<file path="config.mk">
export PLATFORM = sky130hd
export DESIGN_NAME = telegram_frame_segmenter
export DESIGN_NICKNAME = d
export VERILOG_FILES = /design/src/rtl/tfs_pkg.sv /design/src/rtl/tfs_in_reg.sv /design/src/rtl/tfs_seg_core.sv /design/src/rtl/tfs_out_reg.sv /design/src/rtl/telegram_frame_segmenter.sv
export SDC_FILE = /design/constraint.sdc
export NUM_CORES = 1
export LEC_CHECK = 0
export CORE_MARGIN = 2
export CORE_UTILIZATION = 55
export CTS_CLUSTER_SIZE = 10
export DETAILED_ROUTE_END_ITERATION = 7
export DONT_BUFFER_PORTS = 1
export MAX_ROUTING_LAYER = met4
export PLACE_DENSITY = 0.76
export SYNTH_ARGS = -nofsm -noshare
export SYNTH_HDL_FRONTEND = slang
export SYNTH_HIERARCHICAL = 1
export SYNTH_SLANG_ARGS = --single-unit
</file>
<file path="constraint.sdc">
create_clock -name clk -period 12.45 [get_ports clk]
set_input_delay 1.245 -clock clk [delete_from_list [all_inputs] [get_ports clk]]
set_output_delay 1.245 -clock clk [all_outputs]
set_load 0.01 [all_outputs]
</file>
<file path="src/rtl/tfs_pkg.sv">
// ----------------------------------------------------------------------------
// Telegram frame segmenter package
// Item and result types, frame marks and header packing shared by the block.
// ----------------------------------------------------------------------------
package tfs_pkg;

	localparam int unsigned FRAME_BYTES = 8;

	localparam logic [7:0]  START_MARK       = 8'h80;
	localparam logic [7:0]  CONT_MARK        = 8'hC0;
	localparam logic [15:0] MAX_BODY_LEN     = 16'd255;
	localparam logic [7:0]  SHORT_MAX_LEN    = 8'd6;
	localparam logic [7:0]  START_BODY_BYTES = 8'd4;
	localparam logic [3:0]  FILL_SHORT_HDR   = 4'd2;
	localparam logic [3:0]  FILL_START_HDR   = 4'd4;
	localparam logic [3:0]  FILL_CONT_HDR    = 4'd1;
	localparam logic [3:0]  FILL_FULL        = 4'd8;

	typedef logic [7:0] byte_t;

	typedef enum logic {
		ST_OK      = 1'b0,
		ST_REFUSED = 1'b1
	} status_t;

	typedef struct packed {
		logic [3:0]  op_code;
		logic [5:0]  unit_id;
		logic [5:0]  function_id;
		logic [1:0]  group_id;
		logic [15:0] body_len;
		logic [7:0]  data_byte;
	} item_t;

	typedef struct packed {
		byte_t [FRAME_BYTES-1:0] frame;
		logic [3:0]              frame_len;
		status_t                 status;
		logic                    last_frame;
		logic [5:0]              frame_count;
	} result_t;

	// Pack opcode, unit and function into the two header bytes
	function automatic logic [15:0] pack_header(input item_t it);
		byte_t h0;
		byte_t h1;
		h0 = {it.op_code, it.unit_id[5:2]};
		h1 = {it.unit_id[1:0], it.function_id};
		return {h1, h0};
	endfunction

endpackage

</file>
<file path="src/rtl/tfs_in_reg.sv">
// ----------------------------------------------------------------------------
// Telegram frame segmenter input register
// Captures one input transaction per cycle, unless the segmenting logic stalls, ahead of the segmenting logic.
// ----------------------------------------------------------------------------
module tfs_in_reg (
	input  logic           clk,
	input  logic           arst_n,
	input  logic           in_valid,
	output logic           in_ready,
	input  tfs_pkg::item_t in_item,
	input  logic           advance,
	output logic           valid_s1,
	output tfs_pkg::item_t item_s1
);
	import tfs_pkg::*;

	// Take a new transaction whenever the stage is empty or moving on
	assign in_ready = !valid_s1 || advance;

	// Hold the stage valid bit
	always_ff @(posedge clk or negedge arst_n) begin
		if (!arst_n) begin
			valid_s1 <= 1'b0;
		end else if (in_ready) begin
			valid_s1 <= in_valid;
		end
	end

	// Load payload on accept
	always_ff @(posedge clk) begin
		if (in_valid && in_ready) begin
			item_s1 <= in_item;
		end
	end

endmodule

</file>
<file path="src/rtl/tfs_seg_core.sv">
// ----------------------------------------------------------------------------
// Telegram frame segmenter core
// Holds the telegram state and builds short, start and continuation frames.
// ----------------------------------------------------------------------------
module tfs_seg_core (
	input  logic             clk,
	input  logic             arst_n,
	input  logic             valid_s1,
	input  tfs_pkg::item_t   item_s1,
	input  logic             out_free,
	output logic             advance,
	output logic             res_valid,
	output tfs_pkg::result_t res
);
	import tfs_pkg::*;

	logic [7:0]                bytes_q;
	byte_t [FRAME_BYTES-1:0]   store_q;
	logic [3:0]                fill_q;
	logic [3:0]                cont_q;
	logic [5:0]                frames_q;
	logic [7:0]                held_len_q;
	logic [1:0]                held_grp_q;

	logic                      first;
	logic                      too_long;
	logic                      empty_body;
	logic [7:0]                eff_len;
	logic [1:0]                eff_grp;
	logic                      long_body;
	logic [15:0]               hdr;
	byte_t [FRAME_BYTES-1:0]   store_n;
	logic [3:0]                fill_w;
	logic [3:0]                fill_inc;
	logic [7:0]                bytes_inc;
	logic                      done;
	logic [5:0]                frames_base;
	logic [5:0]                frames_inc;
	logic [3:0]                cont_base;

	logic [7:0]                bytes_n;
	logic [3:0]                fill_n;
	logic [3:0]                cont_n;
	logic [5:0]                frames_n;
	logic [3:0]                emit_len;
	logic                      emit_last;
	logic [5:0]                emit_count;
	status_t                   emit_status;

	// Decode the item against the telegram state
	always_comb begin
		first      = (bytes_q == 8'd0);
		too_long   = item_s1.body_len > MAX_BODY_LEN;
		empty_body = (item_s1.body_len == 16'd0);
		eff_len    = first ? item_s1.body_len[7:0] : held_len_q;
		eff_grp    = first ? item_s1.group_id : held_grp_q;
		long_body  = eff_len > SHORT_MAX_LEN;
		hdr        = pack_header(item_s1);
		frames_base = first ? 6'd0 : frames_q;
		cont_base   = first ? 4'd0 : cont_q;
		frames_inc  = frames_base + 6'd1;
	end

	// Place header bytes, then the data byte at the fill position
	always_comb begin
		store_n = store_q;
		fill_w  = fill_q;
		if (first) begin
			if (long_body) begin
				store_n[0] = START_MARK | {2'b00, eff_grp, 4'b0000};
				store_n[1] = eff_len;
				store_n[2] = hdr[7:0];
				store_n[3] = hdr[15:8];
				fill_w     = FILL_START_HDR;
			end else begin
				store_n[0] = hdr[7:0];
				store_n[1] = hdr[15:8];
				fill_w     = FILL_SHORT_HDR;
			end
		end else if (long_body && bytes_q >= START_BODY_BYTES && fill_q == 4'd0) begin
			store_n[0] = CONT_MARK | {2'b00, eff_grp, cont_q};
			fill_w     = FILL_CONT_HDR;
		end
		store_n[fill_w[2:0]] = item_s1.data_byte;
		fill_inc  = fill_w + 4'd1;
		bytes_inc = bytes_q + 8'd1;
		done      = (bytes_inc == eff_len);
	end

	// Choose the result and the next state
	always_comb begin
		res_valid   = 1'b0;
		emit_len    = fill_inc;
		emit_last   = 1'b0;
		emit_count  = frames_inc;
		emit_status = ST_OK;
		bytes_n     = bytes_inc;
		fill_n      = fill_inc;
		cont_n      = cont_base;
		frames_n    = frames_base;
		if (first && too_long) begin
			// Refuse: no frame, keep idle
			res_valid   = 1'b1;
			emit_len    = 4'd0;
			emit_last   = 1'b1;
			emit_count  = 6'd0;
			emit_status = ST_REFUSED;
			bytes_n     = 8'd0;
			fill_n      = 4'd0;
			cont_n      = cont_q;
			frames_n    = frames_q;
		end else if (first && empty_body) begin
			// Header-only short frame
			res_valid  = 1'b1;
			emit_len   = FILL_SHORT_HDR;
			emit_last  = 1'b1;
			emit_count = 6'd1;
			bytes_n    = 8'd0;
			fill_n     = 4'd0;
			frames_n   = 6'd1;
		end else if (!long_body) begin
			if (done) begin
				res_valid  = 1'b1;
				emit_last  = 1'b1;
				emit_count = 6'd1;
				bytes_n    = 8'd0;
				fill_n     = 4'd0;
				frames_n   = 6'd1;
			end
		end else if (bytes_inc == START_BODY_BYTES) begin
			// Start frame complete
			res_valid = 1'b1;
			emit_len  = FILL_FULL;
			fill_n    = 4'd0;
			frames_n  = frames_inc;
		end else if (fill_inc >= FILL_FULL || done) begin
			// Continuation frame complete
			res_valid = 1'b1;
			emit_last = done;
			fill_n    = 4'd0;
			frames_n  = frames_inc;
			cont_n    = cont_base + 4'd1;
			if (done) begin
				bytes_n = 8'd0;
			end
		end
	end

	// Mask bytes beyond the frame length
	always_comb begin
		for (int i = 0; i < FRAME_BYTES; i++) begin
			res.frame[i] = (4'(i) < emit_len) ? store_n[i] : 8'd0;
		end
		res.frame_len   = emit_len;
		res.status      = emit_status;
		res.last_frame  = emit_last;
		res.frame_count = emit_count;
	end

	// Move on unless a result has nowhere to go
	assign advance = valid_s1 && (!res_valid || out_free);

	// Update telegram control state
	always_ff @(posedge clk or negedge arst_n) begin
		if (!arst_n) begin
			bytes_q    <= 8'd0;
			fill_q     <= 4'd0;
			cont_q     <= 4'd0;
			frames_q   <= 6'd0;
			held_len_q <= 8'd0;
			held_grp_q <= 2'd0;
		end else if (advance) begin
			bytes_q  <= bytes_n;
			fill_q   <= fill_n;
			cont_q   <= cont_n;
			frames_q <= frames_n;
			if (first && !too_long) begin
				held_len_q <= item_s1.body_len[7:0];
				held_grp_q <= item_s1.group_id;
			end
		end
	end

	// Frame bytes under construction
	always_ff @(posedge clk) begin
		if (advance) begin
			store_q <= store_n;
		end
	end

endmodule

</file>
<file path="src/rtl/tfs_out_reg.sv">
// ----------------------------------------------------------------------------
// Telegram frame segmenter output register
// Holds one finished frame until the sink takes the transaction.
// ----------------------------------------------------------------------------
module tfs_out_reg (
	input  logic             clk,
	input  logic             arst_n,
	input  logic             load,
	input  tfs_pkg::result_t res,
	input  logic             out_ready,
	output logic             out_free,
	output logic             res_valid_s2,
	output tfs_pkg::result_t res_s2
);
	import tfs_pkg::*;

	// Free when empty or draining this cycle
	assign out_free = !res_valid_s2 || out_ready;

	// Hold, load or drop the result
	always_ff @(posedge clk or negedge arst_n) begin
		if (!arst_n) begin
			res_valid_s2 <= 1'b0;
		end else if (load) begin
			res_valid_s2 <= 1'b1;
		end else if (out_ready) begin
			res_valid_s2 <= 1'b0;
		end
	end

	always_ff @(posedge clk) begin
		if (load) begin
			res_s2 <= res;
		end
	end

endmodule

</file>
<file path="src/rtl/telegram_frame_segmenter.sv">
// The transaction that completes a frame passes the input register, the segmenting logic
// and the output register. Throughput: one input byte per cycle unless a finished frame
// finds the output register full; the two registers let a new byte enter while a finished
// frame waits for the sink. Reset (arst_n low) empties both registers and returns the
// segmenter to the start of a telegram at once.
// ----------------------------------------------------------------------------
// Telegram frame segmenter
// Splits telegram bytes into short, start and continuation CAN frames.
// ----------------------------------------------------------------------------
module telegram_frame_segmenter (
	input  logic        clk,
	input  logic        arst_n,
	input  logic        in_valid,
	output logic        in_ready,
	input  logic [3:0]  op_code,
	input  logic [5:0]  unit_id,
	input  logic [5:0]  function_id,
	input  logic [1:0]  group_id,
	input  logic [15:0] body_len,
	input  logic [7:0]  data_byte,
	output logic        out_valid,
	input  logic        out_ready,
	output logic [7:0]  byte0,
	output logic [7:0]  byte1,
	output logic [7:0]  byte2,
	output logic [7:0]  byte3,
	output logic [7:0]  byte4,
	output logic [7:0]  byte5,
	output logic [7:0]  byte6,
	output logic [7:0]  byte7,
	output logic [3:0]  frame_len,
	output logic        status,
	output logic        last_frame,
	output logic [5:0]  frame_count
);
	import tfs_pkg::*;

	item_t   in_item;
	item_t   item_s1;
	logic    valid_s1;
	logic    advance;
	logic    res_valid;
	logic    out_free;
	result_t res;
	result_t res_s2;

	// Gather the input fields
	assign in_item = '{op_code: op_code, unit_id: unit_id, function_id: function_id,
		group_id: group_id, body_len: body_len, data_byte: data_byte};

	tfs_in_reg u_in_reg (
		.clk      (clk),
		.arst_n   (arst_n),
		.in_valid (in_valid),
		.in_ready (in_ready),
		.in_item  (in_item),
		.advance  (advance),
		.valid_s1 (valid_s1),
		.item_s1  (item_s1)
	);

	tfs_seg_core u_core (
		.clk       (clk),
		.arst_n    (arst_n),
		.valid_s1  (valid_s1),
		.item_s1   (item_s1),
		.out_free  (out_free),
		.advance   (advance),
		.res_valid (res_valid),
		.res       (res)
	);

	tfs_out_reg u_out_reg (
		.clk          (clk),
		.arst_n       (arst_n),
		.load         (advance && res_valid),
		.res          (res),
		.out_ready    (out_ready),
		.out_free     (out_free),
		.res_valid_s2 (out_valid),
		.res_s2       (res_s2)
	);

	// Drive the result fields
	assign byte0       = res_s2.frame[0];
	assign byte1       = res_s2.frame[1];
	assign byte2       = res_s2.frame[2];
	assign byte3       = res_s2.frame[3];
	assign byte4       = res_s2.frame[4];
	assign byte5       = res_s2.frame[5];
	assign byte6       = res_s2.frame[6];
	assign byte7       = res_s2.frame[7];
	assign frame_len   = res_s2.frame_len;
	assign status      = logic'(res_s2.status);
	assign last_frame  = res_s2.last_frame;
	assign frame_count = res_s2.frame_count;

endmodule

</file>
==> metrics <==
GPL Wtd Cong 0.872; Yosys Warn Count 6; PostCTS Resize Cnt 0; Die Wd 137 um; worst r2r path cells 9; First-pass DRT Iterations 8; CP Launch Type flop; Final Setup Violations 0; worst flop-to-flop path startpoint u_core/bytes_q[2]; CTS sink count 216; DP Area 9880 sq um; number of synthesized register bits 216; hold_buf cts 0; Pwr Density 335 nW/um^2; Setup CP Type flop to primary output; critical path fanouts, max 18; Fmax 188 MHz; Leak Pwr 0.00389 uW; worst slew pin tran 1.24 ns; via count 6,106; post-route cell area 10,600 sq um; Max H-tree Level 1; GRT overflow 0; Peak supply drop 0.159 mV; core area 17,300 sq um; clk_lat worst skew 0.53 ns; wire per inst 22.9 um; first-pass GRT wire length 34.5 mm; R2R Path End u_out_reg/res_s2[23]; # DRC 0; Fin. Hold Viols 0; gr usage total 25.1%; post-synthesis cell type count 74; Cell Area, Synth 9710 sq um; total CTS buffers 25; Worst Path Arrival 4.08 ns; post-route setup TNS 0 ns; dpl hpwl 15.1 mm; fin crit period 5.33 ns; die area 18,700 sq um; Initial Utilization 56.1%; Slew Limit Fails 0; total power 3550 uW; Die Ht 137 um; CTS root buffer clkbuf_16; Setup Buffers After CTS 0; Routed Antenna Nets 0; Mapped Cells 748; asr flop ratio synth 15.7%; Rows 48; post-synthesis sequential area ratio 65.0%; initial antenna violation count 0; Area Overhead vs Synth 9.11%; Worst Clk Skew 0.0128 ns; CTS Buffer Depth 3; Slew HR 16.4%; CTS tree done; number of global-route vias before repair 6,063; Top FF cell, synth edfxtp_1; status completed; antenna fix cells 0; most frequent cells in the layout edfxtp_1, nand2_1, nor2_1; flop2flop setup slack 7.51 ns; Total Nets Final 798; share of cells above drive strength 1 12.5%; most common cell after layout, fill and taps aside edfxtp_1; Clock transition at path regs 0.06 ns; Hold Path Class input pin to async pin; utilization of the core after routing 61.3%; Worst Path Required 11.20 ns; Max-Cap Viols 0; syn nets 799; Detailed Route WL 22.7 mm; largest net degree at the start of global routing 78; IO Pins 124; number of synthesized flops with an enable pin 182; IO Port Bufs 0; Avg Cell Area, Syn 13.0 sq um; period utilization 42.8%; initial DRC count 592; crit end category primary output; RSZ-0062 raised after global routing no; vias per cell 6.16
==> metrics by stage <==
step                setup slack [ns]  hold WS [ns]  cells
floorplan                       6.42         0.462    748
global placement                7.65         0.484    945
detailed placement              7.49         0.488    945
CTS                             7.17         0.396    991
global route                    6.89         0.394    991
finish                          7.12         0.414    991
==> layer usage <==
metal  vias to the layer above  global-route usage (%)  wire length [um]
li1                       2782                       -                 -
met1                      2999                    33.8              9740
met2                       287                    39.7             11000
met3                        38                    4.48              1570
met4                         0                    6.76               444
met5                         -                       -                 0
==> report_power, final <==
| group | internal, uW | switching [uW] |
|---|---|---|
| Combinational | 425 | 898 |
| Sequential | 1340 | 231 |
| Clock | 379 | 272 |
| Total | 2150 | 1400 |
==> registers in the layout, summed over array words and instances (netlist names) <==
signal	count
u_out_reg/res_s2	76
u_out_reg/res_valid_s2	1
u_core/held_len_q	8
u_in_reg/item_s1	42
u_core/bytes_q	8
u_core/cont_q	4
u_core/held_grp_q	2
u_core/fill_q	4
u_in_reg/valid_s1	1
u_core/store_q	64
u_core/frames_q	6
==> critical path, stage by stage, from the launching register on <==
cell      delay, ns
dfrtp_1        0.48
inv_1          0.14
ha_1           0.23
or3b_2         0.53
nor2_1         0.74
nand3_1        0.17
a31oi_1        0.25
nand4_1        0.14
o21ai_2        0.63
inv_2          0.07
nand2b_4       0.18
==> area by class of cell <==
class | count | area, sq um
well taps | 225 | 282
inverters | 14 | 52.6
fillers | 1349 | 6700
repair buffers | 5 | 37.5
flip-flops and latches | 216 | 6320
clock buffers | 45 | 701
multi-input cells | 485 | 3190
clock inverters | 1 | 20.0
==> cells in the mapped netlist, drive strengths merged, types with 2 or more instances <==
| library cell | instances | area (sq um) |
|---|---|---|
| a31oi | 13 | 81.3 |
| and4 | 2 | 17.5 |
| a32o | 2 | 20.0 |
| nor2b | 41 | 257 |
| nand4 | 7 | 50.1 |
| a21o | 5 | 37.5 |
| xor2 | 8 | 70.1 |
| a311o | 2 | 20.0 |
| edfxtp | 182 | 5470 |
| a41oi | 2 | 25.0 |
| a21oi | 33 | 184 |
| mux2i | 21 | 223 |
| clkbuf | 19 | 71.3 |
| o31ai | 8 | 60.1 |
| or4 | 4 | 30.0 |
| buf | 14 | 88.8 |
| o22ai | 5 | 31.3 |
| or2 | 3 | 18.8 |
| nor4 | 7 | 58.8 |
| and2 | 16 | 103 |
| dfrtp | 34 | 851 |
| inv | 13 | 48.8 |
| a211oi | 7 | 52.6 |
| or3 | 3 | 23.8 |
| nand2b | 5 | 48.8 |
| mux2 | 38 | 458 |
| xnor2 | 8 | 70.1 |
| nor3 | 10 | 71.3 |
| o21ai | 36 | 199 |
| o211ai | 4 | 30.0 |
| nand2 | 78 | 293 |
| nand3 | 18 | 90.1 |
| and3 | 21 | 131 |
| ha | 5 | 62.6 |
| nor2 | 55 | 211 |
| o21a | 2 | 15.0 |
==> worst max-delay path by stage <==
stage | from | end | slack (ns) | cells past startpoint
6_report | u_core/bytes_q[0] | in_ready | 7.12 | 10
3_3_place_gp | u_core/bytes_q[2] | u_out_reg/res_s2[55] | 7.65 | 9
4_1_cts | u_core/bytes_q[0] | in_ready | 7.17 | 10
3_5_place_dp | u_core/bytes_q[2] | u_out_reg/res_s2[43] | 7.49 | 9
5_1_grt | u_core/bytes_q[0] | in_ready | 6.89 | 10
2_1_floorplan | u_core/bytes_q[0] | u_out_reg/res_s2[0] | 6.42 | 13
==> cells by family (layout without fill, tap and decap cells) <==
group	after synthesis	in the layout	synth area share [%]
flip-flops	216	216	65.0
AND/OR/NAND/NOR	274	274	14.8
AO/OA/AOI/OAI	131	131	8.86
buffers and inverters	47	65	2.19
multiplexers	59	59	7.01
adder cells (fa/ha/maj)	5	5	0.644
XOR/XNOR	16	16	1.44
No activity file was read; power rests on OpenSTA's default activity.
